### src/rtl/lmm_pkg.sv
// ----------------------------------------------------------------------------
// lmm_pkg
// Shared types, widths and codes of the landmark map merge core.
// ----------------------------------------------------------------------------
package lmm_pkg;

  localparam int MAX_ENTRIES = 256;

  localparam int POS_W     = 24;
  localparam int WGT_W     = 24;
  localparam int SEEN_W    = 16;
  localparam int CLASS_W   = 2;
  localparam int CONF_W    = 17;
  localparam int REF_W     = 23;
  localparam int RAD_W     = 23;
  localparam int CAP_W     = 24;
  localparam int CFG_W     = 24;
  localparam int CFG_IDX_W = 2;
  localparam int IDX_OUT_W = 8;

  // shared multiplier and divider sizes
  localparam int MUL_W  = 25;
  localparam int PROD_W = 2 * MUL_W;
  localparam int DIV_NW = PROD_W;
  localparam int DIV_DW = 26;
  localparam int DIV_QW = 24;

  localparam logic [CFG_IDX_W-1:0] CFG_REF_DIST = 2'd0;
  localparam logic [CFG_IDX_W-1:0] CFG_RADIUS   = 2'd1;
  localparam logic [CFG_IDX_W-1:0] CFG_CAP      = 2'd2;

  localparam logic [REF_W-1:0] REF_DIST_RST = 23'd2560;
  localparam logic [RAD_W-1:0] RADIUS_RST   = 23'd384;
  localparam logic [CAP_W-1:0] CAP_RST      = 24'd655360;

  typedef enum logic [1:0] {
    STAT_ADDED   = 2'd0,
    STAT_MERGED  = 2'd1,
    STAT_DROPPED = 2'd2,
    STAT_CLEARED = 2'd3
  } status_t;

  typedef struct packed {
    logic                     cmd;
    logic signed [POS_W-1:0]  det_x;
    logic signed [POS_W-1:0]  det_y;
    logic [CONF_W-1:0]        det_conf;
    logic [CLASS_W-1:0]       det_class;
    logic signed [POS_W-1:0]  car_x;
    logic signed [POS_W-1:0]  car_y;
  } in_item_t;

  typedef struct packed {
    status_t                  status;
    logic [IDX_OUT_W-1:0]     entry_index;
    logic signed [POS_W-1:0]  entry_pos_x;
    logic signed [POS_W-1:0]  entry_pos_y;
    logic [WGT_W-1:0]         entry_weight;
    logic [SEEN_W-1:0]        sightings;
  } out_item_t;

  typedef struct packed {
    logic [POS_W-1:0]   x;
    logic [POS_W-1:0]   y;
    logic [WGT_W-1:0]   weight;
    logic [CLASS_W-1:0] cls;
    logic [SEEN_W-1:0]  seen;
  } entry_t;

  // magnitude of the difference of two signed positions
  function automatic logic [MUL_W-1:0] abs_diff(logic [POS_W-1:0] a, logic [POS_W-1:0] b);
    logic signed [POS_W:0] d;
    d = $signed({a[POS_W-1], a}) - $signed({b[POS_W-1], b});
    return d[POS_W] ? MUL_W'(-d) : MUL_W'(d);
  endfunction

  // offset binary: signed position to unsigned by flipping the sign bit
  function automatic logic [POS_W-1:0] flip_sign(logic [POS_W-1:0] a);
    return {~a[POS_W-1], a[POS_W-2:0]};
  endfunction

endpackage

### src/rtl/lmm_div.sv
// ----------------------------------------------------------------------------
// lmm_div
// Restoring divider, one quotient bit per cycle. The caller guarantees that
// the quotient fits in QW bits.
// ----------------------------------------------------------------------------
module lmm_div #(
  parameter int NW = lmm_pkg::DIV_NW,
  parameter int DW = lmm_pkg::DIV_DW,
  parameter int QW = lmm_pkg::DIV_QW
) (
  input  logic          clk,
  input  logic          rst_n,
  input  logic          start,
  input  logic [NW-1:0] num,
  input  logic [DW-1:0] den,
  output logic          done,
  output logic [QW-1:0] quo
);

  localparam int CNT_W = (QW > 1) ? $clog2(QW) : 1;

  logic [DW-1:0]    rem_r;
  logic [DW-1:0]    den_r;
  logic [QW-1:0]    q_r;
  logic [CNT_W-1:0] cnt_r;
  logic             busy_r;
  logic             done_r;

  logic [DW:0]      trial;
  logic             ge;
  logic [DW:0]      diff;

  assign trial = {rem_r, q_r[QW-1]};
  assign ge    = trial >= {1'b0, den_r};
  assign diff  = trial - {1'b0, den_r};

  always_ff @(posedge clk) begin
    if (!rst_n) begin
      busy_r <= 1'b0;
      done_r <= 1'b0;
    end else begin
      done_r <= 1'b0;
      if (start) begin
        busy_r <= 1'b1;
      end else if (busy_r && cnt_r == CNT_W'(QW - 1)) begin
        busy_r <= 1'b0;
        done_r <= 1'b1;
      end
    end
  end

  always_ff @(posedge clk) begin
    if (start) begin
      rem_r <= DW'(num >> QW);
      q_r   <= num[QW-1:0];
      den_r <= den;
      cnt_r <= '0;
    end else if (busy_r) begin
      rem_r <= ge ? diff[DW-1:0] : trial[DW-1:0];
      q_r   <= {q_r[QW-2:0], ge};
      cnt_r <= cnt_r + 1'b1;
    end
  end

  assign done = done_r;
  assign quo  = q_r;

endmodule
### config.mk
export PLATFORM = sky130hd
export DESIGN_NAME = lmm_div
export DESIGN_NICKNAME = d
export VERILOG_FILES = /design/src/rtl/lmm_pkg.sv /design/src/rtl/lmm_div.sv
export SDC_FILE = /design/constraint.sdc
export NUM_CORES = 1
export LEC_CHECK = 0
export ABC_AREA = 1
export BUFFER_PORTS_ARGS = -buffer_cell sky130_fd_sc_hd__buf_4
export CAP_MARGIN = 20
export CORE_MARGIN = 2
export CORE_UTILIZATION = 51
export CTS_BUF_LIST = sky130_fd_sc_hd__clkbuf_16
export CTS_CLUSTER_DIAMETER = 50
export CTS_CLUSTER_SIZE = 14
export DETAILED_ROUTE_END_ITERATION = 8
export PLACE_DENSITY_LB_ADDON = 0.12
export REMOVE_ABC_BUFFERS = 1
export SYNTH_ARGS = -nofsm -noshare
export SYNTH_HDL_FRONTEND = slang
export SYNTH_SLANG_ARGS = --single-unit
### constraint.sdc
create_clock -name clk -period 1.9 [get_ports clk]
set_input_delay 0.095 -clock clk [delete_from_list [all_inputs] [get_ports clk]]
set_output_delay 0.095 -clock clk [all_outputs]
set_load 0.005 [all_outputs]
==> results.ini <==
[placed_design]
dp_slack_ps = -445
post_dp_cell_area_mm2 = 0.00728
placed_cells = 1106
gp_congestion = 0.909
port_buffers = 103
dpl.hpwl_um = 12100

[yosys]
synth_cell_types = 32
synth_warnings = 0
yosysSeqAreaShare_pct = 42.8
syn_avg_cell_area_um2 = 7.24
ys_ff_latch = 83
syn_area_mm2 = 0.00566
syn_inst = 782

[global_routing]
antenna_found_initial = 0
grt_pass1_wl_um = 27200
track_usage_pct = 29.6
grt_start_max_net_pins = 82
gr-total-overflow = 0
grt_pass1_vias = 5900

[clock_tree]
cts.sink_count = 83
clk_latency_ps = 360
clk_pin_slew_ps = 70
cts_buffer_depth = 2
cts_made_buffers = 9
cts_tree = done
root_buffer = clkbuf_16
h-tree-depth = 3

[final_layout]
fill_cells = 747
final_cell_area_mm2 = 0.00872
layout_common_cells = nand2_1, buf_4, inv_1, edfxtp_1, nand3_1
area_growth_pct = 53.9
layout_commonest_cell = nand2_1
final_net_count = 1133
fin_cells = 1171
antenna_cells = 0
layout-drive-gt1-share_pct = 34.5

[timing]
worst_clock_skew_ps = 10.7
tightest_slew_ps = 452
setup_viol = 27
finalWorstSetupSlack_ps = -323
post-route-min-period_ps = 2220
hold_viol = 0
slew_violations = 0
relSlewSlack_pct = 69.8
rsz0062_at_grt = true
fmax_mhz = 450
period_share_pct = 117
setup_tns_ps = -7420

[pwr]
powerDensity_mw_per_mm2 = 1020
power_mw = 8.90
power_frac_comb_pct = 52.4
p_leak_nw = 4.49
power_frac_seq_pct = 28.3
vdd_drop_max_v = 0.000650
p_switching_mw = 3.34
p_clk_share_pct = 19.3
p_int_mw = 5.56
p_sw_share_pct = 37.6

[floorplan]
initial_core_util_pct = 52.3
die_h_um = 109
dieArea_mm2 = 0.0120
coreArea_mm2 = 0.0108
fp.dieW_um = 109
rows = 38
design.portCount = 104

[setup_path]
path_class = reg2reg
rr_endpoint = rem_r[10]
endpoint_kind = flip-flop
rrSetupSlack_ps = -320
crit_fanout = 3
worst-endpoint-required_ps = 2010
critPathLaunchType = flip-flop
r2r_cells = 14
worstPathArrival_ps = 2330
rr_startpoint = rem_r[2]

[run_status]
status = finished with violations
violations = negative setup slack

[drt]
antenna_left = 0
drt_iter0_markers = 355
routed_wl_um = 17800
via_count = 5886
drcViolationCount = 0
avgViaCountPerCell = 5.03
wire_per_inst_um = 15.2
firstDrtPassIters = 5

[run]
maxCapViolCount = 0

[hold_path]
hold_start = num[21]
min_path_type = in2reg
hold_depth = 3
holdPathEnd = quo[21]

-- how the worst max path moves through the flow --
| stage | from | endpoint | slack [ps] |
|---|---|---|---|
| 3_5_place_dp | rem_r[22] | rem_r[22] | -450 |
| 4_1_cts | den_r[0] | rem_r[12] | -260 |
| 6_report | rem_r[2] | rem_r[10] | -320 |
| 3_3_place_gp | rem_r[14] | rem_r[22] | -460 |
| 2_1_floorplan | rem_r[13] | rem_r[20] | -430 |
| 5_1_grt | rem_r[23] | rem_r[4] | -400 |
-- Yosys cell counts (all sizes together) --
master | instances | area, µm²
a21o | 1 | 7.51
inv | 130 | 488
nand3 | 54 | 280
nor3b | 1 | 7.51
clkbuf | 6 | 22.5
xnor2 | 9 | 78.8
dfxtp | 7 | 140
nand3b | 26 | 208
or2 | 1 | 6.26
nor2 | 45 | 189
nand2 | 350 | 1320
buf | 11 | 62.6
fa | 1 | 20.0
ha | 27 | 338
nor3 | 7 | 35.0
a21oi | 15 | 78.8
edfxtp | 76 | 2280
o21ai | 2 | 10.0
a31oi | 1 | 6.26
nand4 | 7 | 43.8
and2 | 3 | 18.8
xor2 | 2 | 17.5
-- timing repair --
item,4_1_cts,5_1_grt
pin swaps,32,24
endpoints found under the hold margin,28,0
setup endpoints to repair,27,27
cloned,0,1
resized for setup,85,54
setup buffers,14,7
hold buffers,27,0
-- metrics by stage --
stage | hold slack, ps | utilization, %
detailed placement | 274 | 67.1
finish | 7.92 | 80.4
floorplan | 174 | -
global placement | 273 | 67.1
global route | 13.8 | 80.4
CTS | 3.57 | 77.8
-- layout make-up --
class	count	area [µm²]	share of cell area (%)
clock buffer	10	250	2.87
clock inverter	6	36.3	0.416
inverter	130	488	5.60
multi-input combinational	552	3320	38.1
sequential	83	2420	27.8
tap	140	175	2.01
timing repair buffer	250	2030	23.3
-- sequential cells by signal, indices dropped and copies added, names as in the netlist --
register	flops
den_r	26
rem_r	26
quo	24
cnt_r	5
busy_r	1
done	1
-- routing by layer --
layer	part of all wire, %	vias to the layer above	GRT usage [%]
li1	-	2943	-
met1	42	2711	35.9
met2	50	187	51.8
met3	4.6	45	4.15
met4	3.0	0	13.7
met5	0	-	0
-- cells by family after synthesis --
| group | count (synthesis) | share of synthesized area [%] |
|---|---|---|
| and+or+nand+nor | 494 | 37.3 |
| buffers and inverters | 147 | 10.1 |
| AOI/OAI and AO/OA | 19 | 1.81 |
| adders and majority gates | 28 | 6.32 |
| DFF | 83 | 42.8 |
| xor gates and xnor gates | 11 | 1.70 |
-- power groups by stage --
stage | Sequential, mW | Combinational [mW] | Clock [mW]
global placement | 2.47 | 3.47 | 0
detailed placement | 2.47 | 3.54 | 0
global route | 2.54 | 5.07 | 1.78
finish | 2.51 | 4.66 | 1.72
floorplan | 2.44 | 1.97 | 0
CTS | 2.50 | 4.17 | 1.73
-- critical path: stages (launching register included) --
cell      delay [ps]
edfxtp_1         450
ha_4             290
buf_6            110
buf_4            130
nand2_1           50
nand2_1           60
nand2_1          110
nand2_1           60
nand2_1          110
nand3_2          100
buf_4            150
xnor2_1          150
nand2_1           70
nand3_1           60
nand2_1           50
Note: power is estimated with default switching activity, not from simulation.
